File: src/rtl/nwm_pkg.sv
// ----------------------------------------------------------------------------
// nwm_pkg: shared definitions for the nth weekday of month block
// Widths, register indexes, stage control and calendar helper functions.
// ----------------------------------------------------------------------------
`timescale 1ns / 1ps

package nwm_pkg;

  localparam int unsigned YearW   = 14;
  localparam int unsigned MonthW  = 4;
  localparam int unsigned CfgIdxW = 2;
  localparam int unsigned CfgW    = 14;
  localparam int unsigned WdW     = 3;
  localparam int unsigned OpW     = 3;
  localparam int unsigned DayW    = 5;
  localparam int unsigned YyW     = 15;
  localparam int unsigned SumW    = 15;
  localparam int unsigned NStages = 5;

  // Reciprocal of 100 scaled by 2^19; exact for values below 2^15.
  localparam logic [12:0] Recip100 = 13'd5243;
  localparam int unsigned RecipSh  = 19;

  localparam logic [YearW-1:0]  YearReset  = 14'd2000;
  localparam logic [MonthW-1:0] MonthReset = 4'd1;

  localparam logic [CfgIdxW-1:0] REG_YEAR  = 2'd0;
  localparam logic [CfgIdxW-1:0] REG_MONTH = 2'd1;

  localparam logic [OpW-1:0] OP_TEENTH = 3'd0;
  localparam logic [OpW-1:0] OP_FIRST  = 3'd1;
  localparam logic [OpW-1:0] OP_LAST   = 3'd5;

  // Per-stage valid and load enable, from the flow control to the datapath.
  typedef struct packed {
    logic [NStages-1:0] vld;
    logic [NStages-1:0] en;
  } ctl_t;

  // Hand-off from the year datapath to the day datapath.
  typedef struct packed {
    logic [SumW-1:0] sum;
    logic [DayW-1:0] dim;
    logic [WdW-1:0]  wd;
    logic [OpW-1:0]  op;
    logic            err;
  } yr_res_t;

  function automatic logic [2:0] month_offset(input logic [MonthW-1:0] m);
    logic [2:0] r;
    case (m)
      4'd1:    r = 3'd0;
      4'd2:    r = 3'd3;
      4'd3:    r = 3'd2;
      4'd4:    r = 3'd5;
      4'd5:    r = 3'd0;
      4'd6:    r = 3'd3;
      4'd7:    r = 3'd5;
      4'd8:    r = 3'd1;
      4'd9:    r = 3'd4;
      4'd10:   r = 3'd6;
      4'd11:   r = 3'd2;
      4'd12:   r = 3'd4;
      default: r = 3'd0;
    endcase
    return r;
  endfunction

  // Reduces a value below 14 modulo 7.
  function automatic logic [2:0] mod7_small(input logic [3:0] x);
    logic [3:0] r;
    r = (x >= 4'd7) ? (x - 4'd7) : x;
    return r[2:0];
  endfunction

endpackage

File: src/rtl/nwm_flow.sv
// ----------------------------------------------------------------------------
// nwm_flow: pipeline flow control
// Valid bits per stage and load enables; bubbles are squeezed out on a stall.
// ----------------------------------------------------------------------------
`timescale 1ns / 1ps

module nwm_flow (
  input  logic          clk_i,
  input  logic          rst_ni,
  input  logic          in_valid_i,
  output logic          in_ready_o,
  input  logic          out_ready_i,
  output nwm_pkg::ctl_t ctl_o
);
  import nwm_pkg::*;

  logic [NStages-1:0] vld_q, vld_d;
  logic [NStages:0]   rdy;

  // A stage may load when it is empty or when the stage after it loads.
  always_comb begin
    rdy[NStages] = out_ready_i;
    for (int k = NStages - 1; k >= 0; k--) begin
      rdy[k] = ~vld_q[k] | rdy[k+1];
    end
  end

  // The first stage takes the input valid; every later stage takes the valid
  // of the stage before it.
  always_comb begin
    vld_d = vld_q;
    if (rdy[0]) begin
      vld_d[0] = in_valid_i;
    end
    for (int k = 1; k < NStages; k++) begin
      if (rdy[k]) begin
        vld_d[k] = vld_q[k-1];
      end
    end
  end

  always_ff @(posedge clk_i or negedge rst_ni) begin
    if (!rst_ni) begin
      vld_q <= '0;
    end else begin
      vld_q <= vld_d;
    end
  end

  assign in_ready_o = rdy[0];
  assign ctl_o.vld  = vld_q;
  assign ctl_o.en   = rdy[NStages-1:0];

endmodule

File: src/rtl/nwm_year.sv
// ----------------------------------------------------------------------------
// nwm_year: year and month arithmetic, stages 0 to 2
// Shifted year, century quotients, leap flag, month length and weekday sum.
// ----------------------------------------------------------------------------
`timescale 1ns / 1ps

module nwm_year (
  input  logic                          clk_i,
  input  nwm_pkg::ctl_t                 ctl_i,
  input  logic [nwm_pkg::YearW-1:0]     year_i,
  input  logic [nwm_pkg::MonthW-1:0]    month_i,
  input  logic [nwm_pkg::WdW-1:0]       weekday_i,
  input  logic [nwm_pkg::OpW-1:0]       op_i,
  output nwm_pkg::yr_res_t              res_o
);
  import nwm_pkg::*;

  // Stage 0: operands and the year moved forward by 400 (back one for Jan/Feb).
  logic [YyW-1:0]    yy0_q;
  logic [YearW-1:0]  year0_q;
  logic [MonthW-1:0] mon0_q;
  logic [WdW-1:0]    wd0_q;
  logic [OpW-1:0]    op0_q;
  logic              err0_q;
  logic [YyW-1:0]    yy0_d;
  logic              err0_d;

  assign yy0_d  = {1'b0, year_i} + YyW'(400) - ((month_i < 4'd3) ? YyW'(1) : YyW'(0));
  assign err0_d = (op_i > OP_LAST) || (weekday_i > 3'd6) ||
                  (month_i == 4'd0) || (month_i > 4'd12);

  always_ff @(posedge clk_i) begin
    if (ctl_i.en[0]) begin
      yy0_q   <= yy0_d;
      year0_q <= year_i;
      mon0_q  <= month_i;
      wd0_q   <= weekday_i;
      op0_q   <= op_i;
      err0_q  <= err0_d;
    end
  end

  // Stage 1: quotients by 100 through reciprocal multiplication.
  logic [27:0]       prod_yy;
  logic [26:0]       prod_yr;
  logic [8:0]        q100_q;
  logic [7:0]        cy_q;
  logic [YyW-1:0]    yy1_q;
  logic [YearW-1:0]  year1_q;
  logic [MonthW-1:0] mon1_q;
  logic [WdW-1:0]    wd1_q;
  logic [OpW-1:0]    op1_q;
  logic              err1_q;

  assign prod_yy = {13'd0, yy0_q} * {15'd0, Recip100};
  assign prod_yr = {13'd0, year0_q} * {14'd0, Recip100};

  always_ff @(posedge clk_i) begin
    if (ctl_i.en[1]) begin
      q100_q  <= prod_yy[RecipSh +: 9];
      cy_q    <= prod_yr[RecipSh +: 8];
      yy1_q   <= yy0_q;
      year1_q <= year0_q;
      mon1_q  <= mon0_q;
      wd1_q   <= wd0_q;
      op1_q   <= op0_q;
      err1_q  <= err0_q;
    end
  end

  // Stage 2: weekday sum, leap year and length of the month.
  logic [15:0]      sum_d;
  logic [YearW-1:0] cy100;
  logic             leap;
  logic [DayW-1:0]  dim_d;
  yr_res_t          res_q;

  assign sum_d = {1'b0, yy1_q} + {3'b0, yy1_q[YyW-1:2]} - {7'd0, q100_q}
               + {9'd0, q100_q[8:2]} + {13'd0, month_offset(mon1_q)} + 16'd1;
  assign cy100 = {6'd0, cy_q} * 14'd100;
  assign leap  = (year1_q[1:0] == 2'b00) && ((cy100 != year1_q) || (cy_q[1:0] == 2'b00));

  always_comb begin
    case (mon1_q)
      4'd2:                      dim_d = leap ? 5'd29 : 5'd28;
      4'd4, 4'd6, 4'd9, 4'd11:   dim_d = 5'd30;
      default:                   dim_d = 5'd31;
    endcase
  end

  always_ff @(posedge clk_i) begin
    if (ctl_i.en[2]) begin
      res_q.sum <= sum_d[SumW-1:0];
      res_q.dim <= dim_d;
      res_q.wd  <= wd1_q;
      res_q.op  <= op1_q;
      res_q.err <= err1_q;
    end
  end

  assign res_o = res_q;

endmodule

File: src/rtl/nwm_day.sv
// ----------------------------------------------------------------------------
// nwm_day: weekday and day-of-month selection, stages 3 and 4
// Reduces the weekday sum modulo 7, then picks the day for the selector.
// ----------------------------------------------------------------------------
`timescale 1ns / 1ps

module nwm_day (
  input  logic                       clk_i,
  input  nwm_pkg::ctl_t              ctl_i,
  input  nwm_pkg::yr_res_t           res_i,
  output logic [nwm_pkg::DayW-1:0]   day_o,
  output logic                       status_o
);
  import nwm_pkg::*;

  // Stage 3: octal digits fold modulo 7 since 8 is 1 modulo 7.
  logic [5:0]      dsum;
  logic [3:0]      fold;
  logic [2:0]      f_q;
  logic [DayW-1:0] dim3_q;
  logic [WdW-1:0]  wd3_q;
  logic [OpW-1:0]  op3_q;
  logic            err3_q;

  assign dsum = {3'd0, res_i.sum[2:0]} + {3'd0, res_i.sum[5:3]} + {3'd0, res_i.sum[8:6]}
              + {3'd0, res_i.sum[11:9]} + {3'd0, res_i.sum[14:12]};
  assign fold = {1'b0, dsum[2:0]} + {1'b0, dsum[5:3]};

  always_ff @(posedge clk_i) begin
    if (ctl_i.en[3]) begin
      f_q    <= mod7_small(fold);
      dim3_q <= res_i.dim;
      wd3_q  <= res_i.wd;
      op3_q  <= res_i.op;
      err3_q <= res_i.err;
    end
  end

  // Stage 4: day for teenth, last or nth occurrence.
  logic [2:0]      w13, dlm, wl, t_off, l_off, n_off;
  logic [OpW-1:0]  nth;
  logic [DayW-1:0] day_d;
  logic [DayW-1:0] day_q;
  logic            st_q;

  assign w13   = mod7_small({1'b0, f_q} + 4'd5);
  assign t_off = mod7_small({1'b0, wd3_q} + 4'd7 - {1'b0, w13});
  assign n_off = mod7_small({1'b0, wd3_q} + 4'd7 - {1'b0, f_q});
  assign nth   = op3_q - OP_FIRST;

  // Last day of the month minus one, modulo 7.
  always_comb begin
    case (dim3_q)
      5'd28:   dlm = 3'd6;
      5'd29:   dlm = 3'd0;
      5'd30:   dlm = 3'd1;
      default: dlm = 3'd2;
    endcase
  end

  assign wl    = mod7_small({1'b0, f_q} + {1'b0, dlm});
  assign l_off = mod7_small({1'b0, wl} + 4'd7 - {1'b0, wd3_q});

  always_comb begin
    if (err3_q) begin
      day_d = '0;
    end else if (op3_q == OP_TEENTH) begin
      day_d = 5'd13 + {2'd0, t_off};
    end else if (op3_q == OP_LAST) begin
      day_d = dim3_q - {2'd0, l_off};
    end else begin
      day_d = 5'd1 + {2'd0, n_off} + ({2'd0, nth} * 5'd7);
    end
  end

  always_ff @(posedge clk_i) begin
    if (ctl_i.en[4]) begin
      day_q <= day_d;
      st_q  <= err3_q;
    end
  end

  assign day_o    = day_q;
  assign status_o = st_q;

endmodule

File: src/rtl/nth_weekday_of_month.sv
// ----------------------------------------------------------------------------
// nth_weekday_of_month: day of month of the nth weekday, Gregorian calendar
// Five pipeline stages register an accepted input transaction up to its result.
// Throughput: one transaction per cycle while the output is not stalled.
// Reset: pipeline empties; year resets to 2000 and month to 1.
// ----------------------------------------------------------------------------
`timescale 1ns / 1ps

// The year and month registers are written over the configuration channel,
// which is always ready. Each input transaction carries a weekday and a
// selector (teenth, first to fourth, last); the result is the day of the
// month, or day 0 with status 1 for an illegal selector, weekday or month.
//
// Pipeline:
//   stage 0  shifted year and error check
//   stage 1  quotients by 100 via reciprocal multiplication
//   stage 2  weekday sum of the first of the month, leap flag, month length
//   stage 3  weekday of the first, modulo 7 by octal digit folding
//   stage 4  day selection; this is the output register
// Every stage has its own valid bit, and a stage loads whenever it is empty
// or the stage after it moves, so input is still taken while a finished
// result waits at the output as long as a bubble exists somewhere upstream.

module nth_weekday_of_month (
  input  logic                          clk_i,
  input  logic                          rst_ni,
  // Configuration write channel.
  input  logic                          cfg_valid_i,
  output logic                          cfg_ready_o,
  input  logic [nwm_pkg::CfgIdxW-1:0]   cfg_index_i,
  input  logic [nwm_pkg::CfgW-1:0]      cfg_data_i,
  // Query channel.
  input  logic                          in_valid_i,
  output logic                          in_ready_o,
  input  logic [nwm_pkg::WdW-1:0]       weekday_i,
  input  logic [nwm_pkg::OpW-1:0]       op_i,
  // Result channel.
  output logic                          out_valid_o,
  input  logic                          out_ready_i,
  output logic [nwm_pkg::DayW-1:0]      day_of_month_o,
  output logic                          status_o
);
  import nwm_pkg::*;

  logic [YearW-1:0]  year_q;
  logic [MonthW-1:0] month_q;
  ctl_t              ctl;
  yr_res_t           yr_res;

  // Writes to an index beyond the register list are accepted and dropped.
  assign cfg_ready_o = 1'b1;

  always_ff @(posedge clk_i or negedge rst_ni) begin
    if (!rst_ni) begin
      year_q  <= YearReset;
      month_q <= MonthReset;
    end else if (cfg_valid_i) begin
      case (cfg_index_i)
        REG_YEAR:  year_q  <= cfg_data_i[YearW-1:0];
        REG_MONTH: month_q <= cfg_data_i[MonthW-1:0];
        default:   ;
      endcase
    end
  end

  // Valid bits and stage enables.
  nwm_flow u_flow (
    .clk_i       (clk_i),
    .rst_ni      (rst_ni),
    .in_valid_i  (in_valid_i),
    .in_ready_o  (in_ready_o),
    .out_ready_i (out_ready_i),
    .ctl_o       (ctl)
  );

  // Year and month arithmetic. The configuration is sampled when the
  // transaction enters, so it travels with the query.
  nwm_year u_year (
    .clk_i     (clk_i),
    .ctl_i     (ctl),
    .year_i    (year_q),
    .month_i   (month_q),
    .weekday_i (weekday_i),
    .op_i      (op_i),
    .res_o     (yr_res)
  );

  // Weekday of the first and final day selection.
  nwm_day u_day (
    .clk_i    (clk_i),
    .ctl_i    (ctl),
    .res_i    (yr_res),
    .day_o    (day_of_month_o),
    .status_o (status_o)
  );

  assign out_valid_o = ctl.vld[NStages-1];

endmodule

File: config.mk
export PLATFORM = sky130hd
export DESIGN_NAME = nth_weekday_of_month
export DESIGN_NICKNAME = d
export VERILOG_FILES = /design/src/rtl/nwm_pkg.sv /design/src/rtl/nwm_flow.sv /design/src/rtl/nwm_year.sv /design/src/rtl/nwm_day.sv /design/src/rtl/nth_weekday_of_month.sv
export SDC_FILE = /design/constraint.sdc
export NUM_CORES = 1
export LEC_CHECK = 0
export ABC_AREA = 0
export ABC_CLOCK_PERIOD_IN_PS = 4700
export BUFFER_PORTS_ARGS = -buffer_cell sky130_fd_sc_hd__clkbuf_2
export CAP_MARGIN = 40
export CORE_MARGIN = 10
export CORE_UTILIZATION = 60
export CTS_BUF_LIST = sky130_fd_sc_hd__clkbuf_2
export DETAILED_ROUTE_END_ITERATION = 12
export PLACE_DENSITY = 0.8
export SYNTH_ARGS = -nofsm -noshare
export SYNTH_HDL_FRONTEND = slang
export SYNTH_SLANG_ARGS = --single-unit
File: constraint.sdc
create_clock -name clk_i -period 4.7 [get_ports clk_i]
set_input_delay 0.235 -clock clk_i [delete_from_list [all_inputs] [get_ports clk_i]]
set_output_delay 0.235 -clock clk_i [all_outputs]
set_load 0.05 [all_outputs]
* Yosys cells after proc, flatten, opt, wreduce, memory -nomap -nowiden
Memories as Yosys holds them, arrays and structs flattened. A register that Yosys moved wholly into a read port is not among the register bits.
Index checks and enable logic that the tools add are counted.
** Operators by class
- $add $sub $neg :: 30
- Reduce and logical (&&, ||, !) cells :: 13
- Order comparisons :: 10
- Mux-type cells :: 13
- Equal/unequal tests :: 11
- Bitwise gates (word level) :: 10
- $mul :: 4
** Operators by type and width (count)
- $mul A15 B13 Y28 const B :: 1
- $mul A14 B13 Y27 const B :: 1
- $ge A4 B3 Y1 const B :: 6
- $add A6 B3 Y6 :: 3
- $mux W3 :: 6
- $sub A3 B3 Y3 const B :: 6
- $add A14 B9 Y15 const B :: 1
- $add A15 B1 Y15 const B :: 1
- $add A15 B13 Y15 :: 1
- $add A15 B3 Y15 :: 1
- $add A15 B7 Y15 :: 1
- $eq A5 B5 Y1 const B :: 3
- $sub A15 B15 Y15 :: 1
- $sub A15 B9 Y15 :: 1
- $ne A14 B14 Y1 :: 1
- $add A3 B3 Y4 :: 3
- $add A3 B3 Y4 const B :: 3
- $mul A8 B5 Y12 const B :: 1
- $sub A4 B3 Y4 :: 3
- $mux W5 :: 2
- $pmux W5 S2 :: 1
- $pmux W3 S3 :: 1
- $eq A4 B3 Y1 const B :: 2
- $eq A4 B4 Y1 const B :: 2
- 23 further kinds :: 39
** Storage, ports and cells
- Bits in registers :: 168
- Output and inout port bits :: 9
- ROM bits :: 48
- Memories kept :: 1
- Bits of input ports :: 27
** Memories
- (no name shown) :: depth 16, width 3, rd ports 1, clocked after memory_dff 1, wr ports 0, line nwm_pkg.sv:51 : case (m)

* Depth between registers and ports, before layout
- Depth in word-level cells :: 12
- Mapped depth :: 22

* Hierarchy
A second synthesis with hierarchy kept.
** Unflattened totals
- Cells, all modules :: 1468
- Area total of the unflattened synthesis :: 16980.0 um2
** By module, submodules not included
- nwm_year :: cells an instance 1147, area an instance 13431.6 um2, instances 1
- nwm_day :: cells an instance 262, area an instance 2622.5 um2, instances 1
- nth_weekday_of_month :: cells an instance 41, area an instance 710.7 um2, instances 1
- nwm_flow :: cells an instance 18, area an instance 215.2 um2, instances 1

* Least setup slack after synthesis
No wires, ideal clock.
- Path type :: reg-to-reg
- Start point :: register u_year.year0_q[11]
- End point :: register u_year.cy_q[7], data pin
- Path buffers :: 0
- Setup time :: 0.261 ns
- Stages on the path, launching flop included :: 17
- Path slack :: -0.060 ns
- Period minus slack after synthesis :: 4.760 ns
- Arrival :: 4.499 ns
- Path through :: edfxtp_1 -> fa_1 -> ha_1 -> inv_1 -> fa_1 -> inv_1 -> fa_1 -> inv_1 -> fa_1 -> inv_1 -> ha_1 -> and3_2 -> a311oi_2 -> o21ai_2 -> o31a_1 -> nor4_1 -> nor2_1
** On the way
- Longest elaborated chain between the ends :: 1
** Ends and longest elaborated chain
- start: declaration :: line nwm_year.sv:20 : logic [YearW-1:0] year0_q;
- start signal: assignment :: line nwm_year.sv:35 : year0_q <= year_i;
- $mul A14 B13 Y27 :: line nwm_year.sv:56 : assign prod_yr = {13'd0, year0_q} * {14'd0, Recip100};
- via u_year.prod_yr[26] :: line nwm_year.sv:45 : logic [26:0] prod_yr;
- end signal: assignment :: line nwm_year.sv:61 : cy_q <= prod_yr[RecipSh +: 8];
- end: declaration :: line nwm_year.sv:47 : logic [7:0] cy_q;
The timed path passes the listed nets, and every way through them passes these cells.
A chain may end at the register's enable or synchronous reset.

* Worst setup path after layout
Same ends and word-level chain as after synthesis.

==> impl_metrics.csv <==
group,metric,value,unit
outcome,status,"complete, but fails checks",
outcome,violations,"setup timing",
timing,finClkSkew,56.61,ps
final_layout,fin_cells,2143,
synth,ys_warn_count,0,
timing,drv_slew,0,
final_layout,final_cell_mix,"322 x inv_1, 281 x ha_1, 166 x buf_4",
cts,cts_made_buffers,17,
synth,ys_async_sr_fraction,13.94,%
cts,cts-htree-levels,4,
routing,dr.pass1.iters,5,
global_route,antenna_found_initial,2,
cts,cts_sinks,165,
timing,timing.fmax,196.9,MHz
timing,worst_pin_slew,743.0,ps
critical_path,cp_data_arrival_time,5800,ps
routing,ant_nets,0,
global_route,grt_pass1_vias,12170,
critical_path,crit_type,"flop to flop",
cts,clk-insertion-delay-late,820,ps
routing,dr_total_vias,12010,
floorplanning,dieWidth,186.7,um
cts,clk_pin_slew,320,ps
floorplanning,start_util,61.33,%
floorplanning,ios,36,
critical_path,rr_startpoint,"u_year.year0_q[11]$_DFFE_PP_",
timing,period_minus_slack,5080,ps
critical_path,start_kind,"flop",
timing,layout_worst_path_cycle_share,108.1,%
synth,synth-main-ff-cell,"edfxtp_1",
floorplanning,rows,60,
worst_hold_path,hold_start,"op_i[0]",
routing,totalWireLength,41.81,mm
critical_path,startpoint,"u_year.year0_q[11]$_DFFE_PP_",
global_route,overflow,0,
synth,synth_top_area_share,25.05,%
timing,finalSetupViolCount,17,
floorplanning,die_y,186.7,um
place,numPortBuffers,34,
final_layout,drive_gt1_share,23.06,%
cts,tritoncts,"done",
synth,netlist_top_cells_area,"edfxtp_1 25%, ha_1 24%, fa_1 20%",
cts,cts-root-buf,"clkbuf_2",
final_layout,mostFrequentLayoutCell,"inv_1",
synth,synth-seq-area-share,28.91,%
global_route,grt_pass1_wl,59.33,mm
synth,synth.largest_area_cell,"edfxtp_1",
timing,layout_setup_ws,-379.5,ps
timing,max-slew-margin-rel,50.41,%
place,dp.cells,1986,
place,place.gp.congestion,0.9223,
place,hpwl,28.18,mm
routing,viasPerCell,5.602,
synth,synth_edf_count,139,
floorplanning,core,27180,um2
job,cap_violations,0,
synth,postSynthAreaPerCell,11.34,um2
critical_path,crit_required,5420,ps
cts,clock_path_buffers,2,
critical_path,cp-end-kind,"flop",
synth,netlist_area,16670,um2
synth,synth_seq_cells,165,
critical_path,path_max_fanout,4,
synth,synth_cells,1470,
synth,syn_nets,1991,
floorplanning,die_area,34840,um2
routing,drt_iter0_drc,937,
global_route,grt_max_degree,43,
timing,rsz0062_at_grt,"true",
final_layout,syn2layout_area_growth,22.35,%
routing,detail_route.wl_per_cell,19.51,um
routing,post-route-drc-count,0,
worst_hold_path,hp-class,"input pin to flop",
global_route,grt_use_total,20.92,%
timing,final-hold-violation-count,0,
final_layout,num-nets-final,2277,
synth,synth_cell_types,63,
-- worst max-delay path, stage by stage, from the launching register on --
cell      delay [ps]
edfxtp_1         520
buf_6            160
buf_4            130
ha_4             220
fa_1             580
fa_1             440
fa_1             510
inv_2             50
fa_1             540
inv_1             70
ha_4             250
nand4_1          100
o211ai_1         120
nor2b_1          220
a211oi_2         110
buf_4            160
o31a_1           360
a221o_1          340
nor2_1           100
-- final timing paths --
path	slack (ps)	cells past startpoint	end
max reg2reg	-380	18	u_year.cy_q[7]$_DFFE_PN_
min	160	2	u_year.op0_q[0]$_DFFE_PP_
min in group asynchronous	520	3	year_q[4]$_DFFE_PN1P_
max	-380	18	u_year.cy_q[7]$_DFFE_PN_
min reg2reg	440	0	u_year.op1_q[2]$_DFFE_PN_
max in group asynchronous	3260	5	year_q[2]$_DFFE_PN0P_
-- flip-flops by register name, summed over array words and instances (netlist names), 2 cells and up, named ones only --
register	cells
u_year.op1_q	3
u_day.op3_q	3
u_flow.vld_q	5
u_day.f_q	3
u_year.cy_q	8
u_year.year1_q	14
u_year.yy0_q	15
month_q	4
u_year.res_o	24
u_year.wd1_q	3
u_year.year0_q	14
u_day.day_o	5
u_year.op0_q	3
u_year.q100_q	9
u_year.yy1_q	15
year_q	14
u_day.dim3_q	2
u_year.wd0_q	3
u_day.wd3_q	3
u_year.mon1_q	4
u_year.mon0_q	4
-- cells by family after synthesis --
family	Yosys count	synth area share (%)
flops	165	28.91
other cells	1	0.02250
fa+ha+maj	494	44.74
compound gates	201	8.033
mux	16	1.021
simple gates	151	4.587
xor+xnor	90	4.730
buf+inv	352	7.950
-- Yosys cell counts, types with 7 or more instances --
cell type	count
inv_1	348
ha_1	324
fa_1	170
edfxtp_1	139
a21oi_1	58
xnor2_1	55
nand2_1	43
o21ai_0	37
xor2_1	35
nor2_1	30
a21o_1	28
dfrtp_1	16
a211oi_1	15
nor2b_1	12
nand2b_1	11
nand3_1	11
nand4_1	11
nor3_1	9
mux2_2	8
mux2i_1	8
o21bai_1	8
dfstp_2	7
o211ai_1	7
-- through the flow --
| stage | hold slack, ps | worst slack [ps] | util, % | TNS [ps] | cell area (um2) |
|---|---|---|---|---|---|
| final | 155.9 | -379.5 | 75.03 | -3566 | 20390 |
| after detailed placement | 272.1 | -343.1 | 66.94 | -3141 | 18190 |
| after floorplan | -60.59 | -0.4401 | - | -0.4401 | 16690 |
| after global placement | 263.5 | -282.9 | 66.84 | -2067 | 18160 |
| after global routing | 81.52 | -539.4 | 75.03 | -5685 | 20390 |
| after CTS | 0.7472 | -264.9 | 71.44 | -1539 | 19410 |
-- repair_timing --
item	CTS	global route
setup buffers	29	41
endpoints found under the hold margin	56	4
setup endpoints to repair	19	23
pin swaps	35	101
resized for setup	38	130
hold buffers	52	1
-- per-layer routing --
| metal | vias up | global-route usage (%) | wire, um |
|---|---|---|---|
| li1 | 5499 | - | - |
| met1 | 5878 | 26.15 | 16380 |
| met3 | 136 | 4.022 | 2766 |
| met5 | - | 0 | 0 |
| met4 | 0 | 6.017 | 1423 |
| met2 | 492 | 36.09 | 21250 |
-- area by class of cell --
| cell class | instances | area, um2 |
|---|---|---|
| clock inverters | 15 | 177.7 |
| repair buffers | 271 | 2170 |
| diodes | 2 | 5.005 |
| multi-input cells | 953 | 11360 |
| clock buffers | 17 | 85.08 |
| flip-flops and latches | 165 | 4818 |
| fillers | 1684 | 6785 |
| inverters | 348 | 1306 |
| well taps | 372 | 465.4 |
Power is left out: the tool's default activity adds up to more than one toggle a clock period on the data nets, which glitch-free logic cannot reach.
